**src/design/assert_macros.svh**
```systemverilog
// ----------------------------------------------------------------------------
// Assertion macros
// Concurrent assertion wrappers; they compile to nothing under SYNTHESIS.
// ----------------------------------------------------------------------------
`ifndef ASSERT_MACROS_SVH
`define ASSERT_MACROS_SVH

`ifndef SYNTHESIS
`define ASSERT_IMPLIES(lbl, clk, rstn, ante, cons) \
	lbl: assert property (@(posedge clk) disable iff (!rstn) (ante) |-> (cons)) \
		else $error("implication assertion failed");
`define ASSERT_NEVER(lbl, clk, rstn, cond) \
	lbl: assert property (@(posedge clk) disable iff (!rstn) !(cond)) \
		else $error("forbidden condition seen");
`else
`define ASSERT_IMPLIES(lbl, clk, rstn, ante, cons)
`define ASSERT_NEVER(lbl, clk, rstn, cond)
`endif

`endif

```
**src/design/cifc_pkg.sv**
```systemverilog
// ----------------------------------------------------------------------------
// cifc_pkg
// Types and constants shared by the credit flow control endpoint.
// ----------------------------------------------------------------------------
`default_nettype none

package cifc_pkg;

	localparam int COUNT_BITS_DEFAULT = 16;
	localparam int SPACE_BITS         = 16;
	localparam int QUEUE_DEPTH        = 2;

	// command codes
	localparam logic CMD_RX = 1'b0;
	localparam logic CMD_TX = 1'b1;

	// destination codes
	localparam logic DEST_HOST = 1'b0;
	localparam logic DEST_LINK = 1'b1;

	// top nibble that marks a credit byte
	localparam logic [3:0] CREDIT_MARK = 4'hF;

	// classified operation kinds
	localparam logic [1:0] KIND_PASS   = 2'd0;
	localparam logic [1:0] KIND_CREDIT = 2'd1;
	localparam logic [1:0] KIND_TX     = 2'd2;

	typedef struct packed {
		logic       cmd;
		logic [7:0] data_byte;
		logic       last_of_burst;
	} item_t;

	typedef struct packed {
		logic                  out_valid;
		logic                  out_dest;
		logic [7:0]            out_byte;
		logic                  out_last;
		logic                  tx_refused;
		logic                  credit_seen;
		logic [SPACE_BITS-1:0] space_now;
	} result_t;

	typedef struct packed {
		logic [1:0] kind;
		logic [7:0] data_byte;
		logic       last;
	} op_t;

endpackage

`default_nettype wire

```
**src/design/inband_credit_flow_control.sv**
```systemverilog
// ----------------------------------------------------------------------------
// inband_credit_flow_control
// Serial link endpoint with in-band credit flow control.
// ----------------------------------------------------------------------------
// Usage:
// - item channel (item_valid/item_ready/item): one transaction per byte,
//   either received from the link (cmd RX) or offered for transmit (cmd TX).
// - result channel (result_valid/result_ready/result): exactly one result
//   transaction per item, in order.
// - A received byte with top nibble F is a credit byte: it updates the acked
//   count and recomputes transmit space, and it is dropped from the stream.
// - A transmit offer with no space comes back with tx_refused; resend it.
// - Path: an accepted item is held in the classify register, then in a
//   queue slot, then in the result register, which raises result_valid.
// - Throughput: one item per cycle while result_ready stays high, bounded
//   by the single counter update in the execution stage.
// - Reset clears all counters to zero, so transmits are refused until the
//   first credit byte arrives; queue and result register are emptied.
// - When the receiver stalls, the result register holds, the queue fills,
//   and item_ready drops once the queue and classify stage are full.
// ----------------------------------------------------------------------------
`default_nettype none

`include "assert_macros.svh"

module inband_credit_flow_control import cifc_pkg::*; #(
	parameter int COUNT_BITS = COUNT_BITS_DEFAULT
) (
	input  wire logic  clk,
	input  wire logic  arst_n,
	input  wire logic  item_valid,
	output logic       item_ready,
	input  wire item_t item,
	output logic       result_valid,
	input  wire logic  result_ready,
	output result_t    result
);

	logic q_push;
	op_t  q_push_op;
	logic q_full;
	logic q_nonempty;
	op_t  q_head_op;
	logic q_pop;

	// front: accept and classify
	cifc_front u_front (
		.clk        (clk),
		.arst_n     (arst_n),
		.item_valid (item_valid),
		.item_ready (item_ready),
		.item       (item),
		.push       (q_push),
		.push_op    (q_push_op),
		.q_full     (q_full)
	);

	// decouple front from back so each side stalls on its own
	cifc_queue u_queue (
		.clk      (clk),
		.arst_n   (arst_n),
		.push     (q_push),
		.push_op  (q_push_op),
		.full     (q_full),
		.nonempty (q_nonempty),
		.head_op  (q_head_op),
		.pop      (q_pop)
	);

	// back: advance counters and register the result
	cifc_back #(
		.COUNT_BITS (COUNT_BITS)
	) u_back (
		.clk          (clk),
		.arst_n       (arst_n),
		.op_valid     (q_nonempty),
		.op           (q_head_op),
		.pop          (q_pop),
		.result_valid (result_valid),
		.result_ready (result_ready),
		.result       (result)
	);

	// never push into a full queue
	`ASSERT_NEVER(a_no_overflow, clk, arst_n, q_push && q_full)
	// a refused transmit always reports zero space
	`ASSERT_IMPLIES(a_refuse_zero, clk, arst_n,
		result_valid && result.tx_refused,
		result.space_now == '0 && !result.out_valid)
	// a consumed credit byte delivers nothing
	`ASSERT_IMPLIES(a_credit_drop, clk, arst_n,
		result_valid && result.credit_seen,
		!result.out_valid && result.out_dest == DEST_HOST)

endmodule

`default_nettype wire

```
**src/design/cifc_front.sv**
```systemverilog
// ----------------------------------------------------------------------------
// cifc_front
// Accepts input transactions, classifies them and pushes them to the queue.
// ----------------------------------------------------------------------------
`default_nettype none

module cifc_front import cifc_pkg::*; (
	input  wire logic  clk,
	input  wire logic  arst_n,
	input  wire logic  item_valid,
	output logic       item_ready,
	input  wire item_t item,
	output logic       push,
	output op_t        push_op,
	input  wire logic  q_full
);

	logic valid_s1;
	op_t  op_s1;
	op_t  op_d;

	// classify: credit byte, pass-through byte or transmit offer
	always_comb begin
		op_d.data_byte = item.data_byte;
		op_d.last      = item.last_of_burst;
		if (item.cmd == CMD_TX) begin
			op_d.kind = KIND_TX;
		end else if (item.data_byte[7:4] == CREDIT_MARK) begin
			op_d.kind = KIND_CREDIT;
		end else begin
			op_d.kind = KIND_PASS;
		end
	end

	assign push       = valid_s1 && !q_full;
	assign item_ready = !valid_s1 || !q_full;
	assign push_op    = op_s1;

	always_ff @(posedge clk or negedge arst_n) begin
		if (!arst_n) begin
			valid_s1 <= 1'b0;
		end else if (item_ready) begin
			valid_s1 <= item_valid;
		end
	end

	always_ff @(posedge clk) begin
		if (item_valid && item_ready) begin
			op_s1 <= op_d;
		end
	end

endmodule

`default_nettype wire

```
**src/design/cifc_queue.sv**
```systemverilog
// ----------------------------------------------------------------------------
// cifc_queue
// Short register queue between the classifier and the execution side.
// ----------------------------------------------------------------------------
`default_nettype none

module cifc_queue import cifc_pkg::*; (
	input  wire logic clk,
	input  wire logic arst_n,
	input  wire logic push,
	input  wire op_t  push_op,
	output logic      full,
	output logic      nonempty,
	output op_t       head_op,
	input  wire logic pop
);

	localparam int PTR_W = (QUEUE_DEPTH > 1) ? $clog2(QUEUE_DEPTH) : 1;
	localparam int CNT_W = $clog2(QUEUE_DEPTH + 1);
	localparam logic [PTR_W-1:0] LAST_PTR = PTR_W'(QUEUE_DEPTH - 1);

	op_t              slot_q [QUEUE_DEPTH];
	logic [PTR_W-1:0] wr_ptr_q;
	logic [PTR_W-1:0] rd_ptr_q;
	logic [CNT_W-1:0] count_q;

	assign full     = (count_q == CNT_W'(QUEUE_DEPTH));
	assign nonempty = (count_q != '0);
	assign head_op  = slot_q[rd_ptr_q];

	always_ff @(posedge clk or negedge arst_n) begin
		if (!arst_n) begin
			wr_ptr_q <= '0;
			rd_ptr_q <= '0;
			count_q  <= '0;
		end else begin
			if (push) begin
				wr_ptr_q <= (wr_ptr_q == LAST_PTR) ? '0 : wr_ptr_q + 1'b1;
			end
			if (pop) begin
				rd_ptr_q <= (rd_ptr_q == LAST_PTR) ? '0 : rd_ptr_q + 1'b1;
			end
			if (push && !pop) begin
				count_q <= count_q + 1'b1;
			end else if (pop && !push) begin
				count_q <= count_q - 1'b1;
			end
		end
	end

	always_ff @(posedge clk) begin
		if (push) begin
			slot_q[wr_ptr_q] <= push_op;
		end
	end

endmodule

`default_nettype wire

```
**src/design/cifc_back.sv**
```systemverilog
// ----------------------------------------------------------------------------
// cifc_back
// Executes queued operations against the credit counters and registers
// one result per operation.
// ----------------------------------------------------------------------------
`default_nettype none

module cifc_back import cifc_pkg::*; #(
	parameter int COUNT_BITS = COUNT_BITS_DEFAULT
) (
	input  wire logic clk,
	input  wire logic arst_n,
	input  wire logic op_valid,
	input  wire op_t  op,
	output logic      pop,
	output logic      result_valid,
	input  wire logic result_ready,
	output result_t   result
);

	localparam int HI_BITS = COUNT_BITS - 8;

	logic [COUNT_BITS-1:0] sent_q;
	logic [COUNT_BITS-1:0] acked_q;
	logic [COUNT_BITS-1:0] space_q;
	logic                  rvalid_q;
	result_t               result_q;

	logic [7:0]            lo_new;
	logic                  lo_wrap;
	logic [HI_BITS-1:0]    hi_new;
	logic [COUNT_BITS-1:0] acked_new;
	logic [COUNT_BITS-1:0] space_credit;
	logic [COUNT_BITS-1:0] sent_d;
	logic [COUNT_BITS-1:0] acked_d;
	logic [COUNT_BITS-1:0] space_d;
	result_t               res_d;

	assign pop          = op_valid && (!rvalid_q || result_ready);
	assign result_valid = rvalid_q;
	assign result       = result_q;

	// new acked low byte; advance the high part when the low byte wraps
	assign lo_new       = {op.data_byte[3:0], 4'h0};
	assign lo_wrap      = lo_new < acked_q[7:0];
	assign hi_new       = acked_q[COUNT_BITS-1:8] + HI_BITS'(lo_wrap);
	assign acked_new    = {hi_new, lo_new};
	assign space_credit = acked_new + COUNT_BITS'(8'hFF) - sent_q;

	always_comb begin
		sent_d            = sent_q;
		acked_d           = acked_q;
		space_d           = space_q;
		res_d.out_valid   = 1'b0;
		res_d.out_dest    = DEST_HOST;
		res_d.out_byte    = 8'h00;
		res_d.out_last    = 1'b0;
		res_d.tx_refused  = 1'b0;
		res_d.credit_seen = 1'b0;
		case (op.kind)
			KIND_PASS: begin
				res_d.out_valid = 1'b1;
				res_d.out_byte  = op.data_byte;
				res_d.out_last  = op.last;
			end
			KIND_CREDIT: begin
				acked_d           = acked_new;
				space_d           = space_credit;
				res_d.credit_seen = 1'b1;
			end
			KIND_TX: begin
				res_d.out_dest = DEST_LINK;
				if (space_q != '0) begin
					sent_d          = sent_q + 1'b1;
					space_d         = space_q - 1'b1;
					res_d.out_valid = 1'b1;
					res_d.out_byte  = op.data_byte;
					res_d.out_last  = op.last;
				end else begin
					res_d.tx_refused = 1'b1;
				end
			end
			default: begin
			end
		endcase
		res_d.space_now = SPACE_BITS'(space_d);
	end

	always_ff @(posedge clk or negedge arst_n) begin
		if (!arst_n) begin
			sent_q   <= '0;
			acked_q  <= '0;
			space_q  <= '0;
			rvalid_q <= 1'b0;
		end else begin
			if (pop) begin
				sent_q  <= sent_d;
				acked_q <= acked_d;
				space_q <= space_d;
			end
			if (pop) begin
				rvalid_q <= 1'b1;
			end else if (result_ready) begin
				rvalid_q <= 1'b0;
			end
		end
	end

	always_ff @(posedge clk) begin
		if (pop) begin
			result_q <= res_d;
		end
	end

endmodule

`default_nettype wire
```
**config.mk**
```make
export PLATFORM = sky130hd
export DESIGN_NAME = inband_credit_flow_control
export DESIGN_NICKNAME = d
export VERILOG_FILES = /design/src/design/cifc_pkg.sv /design/src/design/inband_credit_flow_control.sv /design/src/design/cifc_front.sv /design/src/design/cifc_queue.sv /design/src/design/cifc_back.sv
export VERILOG_INCLUDE_DIRS = /design/src /design/src/design
export SDC_FILE = /design/constraint.sdc
export NUM_CORES = 1
export LEC_CHECK = 0
export BUFFER_PORTS_ARGS = -buffer_cell sky130_fd_sc_hd__buf_2
export CORE_MARGIN = 2
export CORE_UTILIZATION = 50
export DETAILED_ROUTE_END_ITERATION = 8
export PLACE_DENSITY = 0.68
export REMOVE_ABC_BUFFERS = 1
export SYNTH_ARGS = -nofsm -noshare
export SYNTH_HDL_FRONTEND = slang
export SYNTH_SLANG_ARGS = --single-unit
```
**constraint.sdc**
```tcl
create_clock -name clk -period 10.05 [get_ports clk]
set_clock_uncertainty 0.05 [all_clocks]
set_input_delay 0.5025 -clock clk [delete_from_list [all_inputs] [get_ports clk]]
set_output_delay 0.5025 -clock clk [all_outputs]
set_load 0.005 [all_outputs]
```
=== Word level (Yosys, flattened, before mapping) ===
Memories as Yosys holds them, arrays and structs flattened.
Index checks and enable logic that the tools add are counted.

* RAM bits: 22
* Bits of input ports: 14
* Output and inout bits: 31
* Word-level logic and storage cells: 70
* Register bits after elaboration: 90
* Memories kept: 1

* Mux-type cells: 18
* $lt $le $gt $ge: 1
* Add/subtract/negate cells: 9
* Eq/ne operators: 4
* Reduce and logical (&&, ||, !) cells: 19

{| class="wikitable"
|+ Memory list
! memory !! depth !! bits a word !! read ports !! clocked after Yosys merged registers in !! wr ports !! RTL line !! RTL
|-
| u_queue.slot_q || 2 || 11 || 1 || 0 || 1 || cifc_queue.sv:22 || <nowiki>op_t slot_q [QUEUE_DEPTH];</nowiki>
|}

{| class="wikitable"
|+ Operators by type and width
! cell !! number
|-
| 16-bit case mux with 2 select lines || 1
|-
| 9-bit case mux with 2 select lines || 1
|-
| 16-bit by 1-bit adder with 16-bit output, second input constant || 1
|-
| 16-bit by 8-bit adder with 16-bit output, second input constant || 1
|-
| 16-bit 2-to-1 mux || 1
|-
| 16-bit nonzero test || 1
|-
| 16-bit by 1-bit subtractor with 16-bit output, second input constant || 1
|-
| 16-bit subtractor || 1
|-
| 1-bit 2-to-1 mux || 11
|-
| 9-bit 2-to-1 mux || 1
|-
| 8-bit by 1-bit adder with 8-bit output || 1
|-
| 8-bit < comparator || 1
|-
| 2-bit nonzero test || 3
|-
| 1-bit logical AND || 5
|-
| 1-bit logical NOT || 5
|-
| 2-bit == test, second input constant || 2
|-
| 4-bit == test, second input constant || 1
|-
| 2-bit 2-to-1 mux || 2
|-
| 3-bit AND reduction || 1
|-
| 1-bit adder, second input constant || 2
|-
| 2-bit by 1-bit adder with 2-bit output, second input constant || 1
|-
| 2-bit by 1-bit == test with 1-bit output, second input constant || 1
|-
| 2-bit logical NOT || 1
|-
| 1-bit logical OR || 2
|-
| 3 further kinds || 3
|}

=== Depth between registers and ports, before layout ===
* Depth after elaboration: 7
* Gate-level depth with buffers: 20
* Depth with buffers taken out: 19

=== By module ===
Synthesis repeated with hierarchy kept, for this count alone.

* Cell total of the unflattened synthesis: 535
* Area, all modules: 5,988.2 um^2

{| class="wikitable"
|+ Modules (own cells, without submodules)
! module !! area each (um^2) !! instances !! seq. area each (um^2) !! cells an instance
|-
| cifc_back || 4,575.6 || 1 || 1,996.9 || 467
|-
| cifc_queue || 1,018.5 || 1 || 760.7 || 50
|-
| cifc_front || 394.1 || 1 || 355.3 || 18
|}

=== Worst setup path before layout ===
Ideal clock, no wire load.

* Path type: register to register
* Start: reg u_queue.rd_ptr_q
* End: reg u_back.result_q (netlist bit u_back.result[14]), data pin
* Setup time: 0.271 ns
* Buffers on the path: 1
* Data arrival time: 4.137 ns
* Slack: 5.592 ns
* Stages on the path, launching flop included: 21
* Path through: dfrtp_1 > buf_1 > mux2i_1 > inv_1 > ha_1 > a21boi_0 > o21ai_0 > nand2b_1 > a21oi_1 > ha_1 > nand3_1 > nor2_1 > xor2_1 > ha_1 > ha_1 > a21o_1 > a31oi_1 > nand2_1 > or3_1 > a32oi_1 > a21oi_1

{| class="wikitable"
|+ RTL lines
! item !! RTL line !! RTL
|-
| start: declaration || cifc_queue.sv:24 || <nowiki>logic [PTR_W-1:0] rd_ptr_q;</nowiki>
|-
| start signal: assignment || cifc_queue.sv:41 || <nowiki>rd_ptr_q <= (rd_ptr_q == LAST_PTR) ? '0 : rd_ptr_q + 1'b1;</nowiki>
|-
| end signal: assignment || cifc_back.sv:111 || <nowiki>result_q <= res_d;</nowiki>
|-
| end: declaration || cifc_back.sv:27 || <nowiki>result_t result_q;</nowiki>
|}

==> flow_metrics.env <==
export IMPL_final_period_utilization_pct=46.57
export IMPL_cts_buffers=9
export IMPL_swShare_pct=40.89
export IMPL_cap_violations=0
export IMPL_synth_edf_count=62
export IMPL_ys_seq_area_share_pct=54.18
export IMPL_power_switching_mw=0.8645
export IMPL_drive_gt1_share_pct=14.95
export IMPL_via_count=3894
export IMPL_status="complete, no violations"
export IMPL_wl_per_cell_um=15.50
export IMPL_syn_avg_cell_area_sq_um=11.42
export IMPL_report_power_total_mw=2.114
export IMPL_io_buffers=44
export IMPL_syn_inst=503
export IMPL_hold_slack_ns=0.2040
export IMPL_root_buffer="clkbuf_16"
export IMPL_pwr_share_clk_pct=17.6
export IMPL_critPathCaptureType="flip-flop"
export IMPL_setup_viol=0
export IMPL_finalHoldViolCount=0
export IMPL_core_sq_mm=0.01132
export IMPL_row_count=39
export IMPL_gp_routability_congestion=0.9158
export IMPL_die_height_um=111.2
export IMPL_yosysWarningCount=0
export IMPL_grt_overflow=0
export IMPL_critPathLaunchType="flip-flop"
export IMPL_finalCriticalPeriod_ns=4.680
export IMPL_synth_distinct_cells=66
export IMPL_cts_htree_levels=3
export IMPL_synth_top_family_by_area="simple AND/OR/NAND/NOR gates"
export IMPL_combPwrFrac_pct=45.2
export IMPL_antenna_left=0
export IMPL_grt_use_total_pct=18.68
export IMPL_finalSetupTns_ns=0
export IMPL_internal_power_mw=1.250
export IMPL_criticalPathCategory="reg -> reg"
export IMPL_antenna_found_initial=0
export IMPL_synth_xor_area_share_pct=6.402
export IMPL_fmax_mhz=213.7
export IMPL_grt_pass1_vias=3919
export IMPL_diodes=0
export IMPL_final_cell_count_no_fill=698
export IMPL_synth_simple_area_share_pct=13.39
export IMPL_final_nets=598
export IMPL_synth_top_area_share_pct=32.40
export IMPL_grt_first_pass_wirelength_mm=18.51
export IMPL_start_util_pct=50.75
export IMPL_drt_iter0_drc=193
export IMPL_tritoncts="built"
export IMPL_cts_reportedPaths_clkPinSlew_ns=0.08
export IMPL_synth_ff_type="edfxtp_1"
export IMPL_synth_area_top_cells="edfxtp_1 32%, dfrtp_1 22%, ha_1 7.2%"
export IMPL_ir_worst_vdd_uv=240.6
export IMPL_cts_hold_buffers=0
export IMPL_pwr_share_seq_pct=37.3
export IMPL_crit_path_max_fanout=12
export IMPL_mostFrequentLayoutCells="62 x edfxtp_1, 51 x nand2_1, 50 x dfrtp_1, 44 x buf_2, 40 x nor2_1"
export IMPL_yosys_area_top_type="edfxtp_1"
export IMPL_power_density_mw_per_mm2=328.0
export IMPL_clkLatencyLatePin_ns=0.36
export IMPL_crit_arrival_ns=4.73
export IMPL_synth_compound_area_share_pct=12.09
export IMPL_reg2reg_depth=19
export IMPL_drc=0
export IMPL_post_cts_buffers=0
export IMPL_p_leak_nw=2.786
export IMPL_area_growth_synth_to_final_pct=12.17
export IMPL_yosys_area_share_adder_pct=7.535
export IMPL_io_pins=45
export IMPL_dieWidth_um=111.2
export IMPL_netlist_area_sq_mm=0.005746
export IMPL_clk_path_buf_depth=2
export IMPL_hold_class="in -> async"
export IMPL_dp_hpwl_mm=7.796
export IMPL_relSlewSlack_pct=40.99
export IMPL_rsz0062_at_grt="false"
export IMPL_dp_cells=682
export IMPL_via_per_inst=5.579
export IMPL_synthMuxAreaShare_pct=3.027
export IMPL_worstMarginPinSlew_ns=0.8818
export IMPL_async_flop_share_pct=44.64
export IMPL_cp_data_required_time_ns=10.10
export IMPL_die_area_sq_mm=0.01236
export IMPL_yosys_register_bits=112
export IMPL_postLayoutCoreUtil_pct=56.93
export IMPL_final_common_cell="edfxtp_1"
export IMPL_cts_resized_gates=0
export IMPL_slew_violations=0
export IMPL_grt_max_degree=51
export IMPL_clock_sinks=112
export IMPL_first_pass_iters=4
export IMPL_detail_route_wirelength_mm=10.82
==> kinds of logic after synthesis <==
kind of cell	after synthesis
buf+inv	49
compound gates	96
flops	112
mux	17
xor+xnor	42
simple gates	153
fa+ha+maj	34
==> layout make-up <==
class	count	area [sq um]
clock buffers	9	225.2
clock inverters	7	96.34
fillers	955	4876
inverters	36	135.1
multi-input cells	342	2439
flip-flops and latches	112	3113
well taps	143	178.9
repair buffers	49	257.7
==> metrics by stage <==
stage	setup WS [ns]	cell area, sq um
finish	5.370	6445
global route	5.002	6445
CTS	5.334	6445
detailed placement	5.370	6123
global placement	5.430	6123
floorplan	5.772	5687
==> cell usage after synthesis, types with 2 or more instances <==
| cell | instances |
|---|---|
| a31oi_1 | 2 |
| nand2b_1 | 5 |
| a211oi_1 | 3 |
| inv_1 | 34 |
| ha_1 | 33 |
| clkbuf_1 | 8 |
| nand3_1 | 11 |
| o22ai_1 | 3 |
| buf_2 | 2 |
| nor3_1 | 12 |
| nand4_1 | 9 |
| mux2i_1 | 14 |
| nand2_1 | 51 |
| or3_1 | 4 |
| o221ai_1 | 2 |
| nor2_1 | 40 |
| clkinv_1 | 2 |
| edfxtp_1 | 62 |
| o41ai_1 | 3 |
| o21ai_0 | 24 |
| xnor2_1 | 30 |
| xor2_1 | 12 |
| o211ai_1 | 8 |
| o32ai_1 | 2 |
| a32oi_1 | 2 |
| and3_1 | 4 |
| mux2_2 | 3 |
| o21ai_2 | 2 |
| a21o_1 | 4 |
| o21a_1 | 2 |
| buf_1 | 2 |
| dfrtp_1 | 50 |
| a22o_1 | 13 |
| a21oi_1 | 11 |
| nand3b_1 | 3 |
==> state kept, by name, summed over array words and instances, names as in the netlist <==
name / cells
u_back.acked_q: 12
u_queue.rd_ptr_q: 1
u_back.result: 29
u_back.result_valid: 1
u_queue.wr_ptr_q: 1
u_queue.slot_q: 22
u_front.push_op: 11
u_back.space_q: 16
u_queue.count_q: 2
u_front.valid_s1: 1
u_back.sent_q: 16
==> critical path, cell delays in order (launching register included) <==
cell and delay (ns):
dfrtp_1 0.74, mux2i_1 0.30, inv_1 0.11, ha_1 0.29, a21boi_0 0.12, o21ai_0 0.16, nand2b_1 0.07, a21oi_1 0.14
ha_1 0.19, nand3_1 0.14, nor2_1 0.28, xor2_1 0.18, ha_1 0.25, ha_1 0.36, a21o_1 0.19, a31oi_1 0.14
nand2_1 0.08, or3_1 0.30, a32oi_1 0.24, a21oi_1 0.10
==> power groups by stage <==
stage	Combinational [mW]	Clock (mW)	Sequential, mW
3_3_place_gp	0.936	0	0.789
5_1_grt	1.08	0.403	0.805
2_1_floorplan	0.676	0	0.783
6_report	0.955	0.371	0.788
4_1_cts	0.961	0.379	0.787
3_5_place_dp	0.955	0	0.796
==> per-layer routing <==
metal | track usage, % | routed length (um)
met5 | 0 | 0
met4 | 6.502 | 135
met3 | 5.194 | 484
met2 | 31.38 | 5350
met1 | 23.29 | 4850
==> final timing paths <==
kind	start	to	slack, ns
max	u_queue.rd_ptr_q	u_back.result[14]	5.37
min	arst_n	u_back.space_q[6]	0.20
max reg2reg	u_queue.rd_ptr_q	u_back.result[14]	5.37
min reg2reg	u_front.push_op[6]	u_queue.slot_q[0][6]	0.40
max in group asynchronous	arst_n	u_queue.count_q[1]	9.29
min in group clk	item[3]	u_front.push_op[3]	0.26
Power figures use the tool's default switching activity.
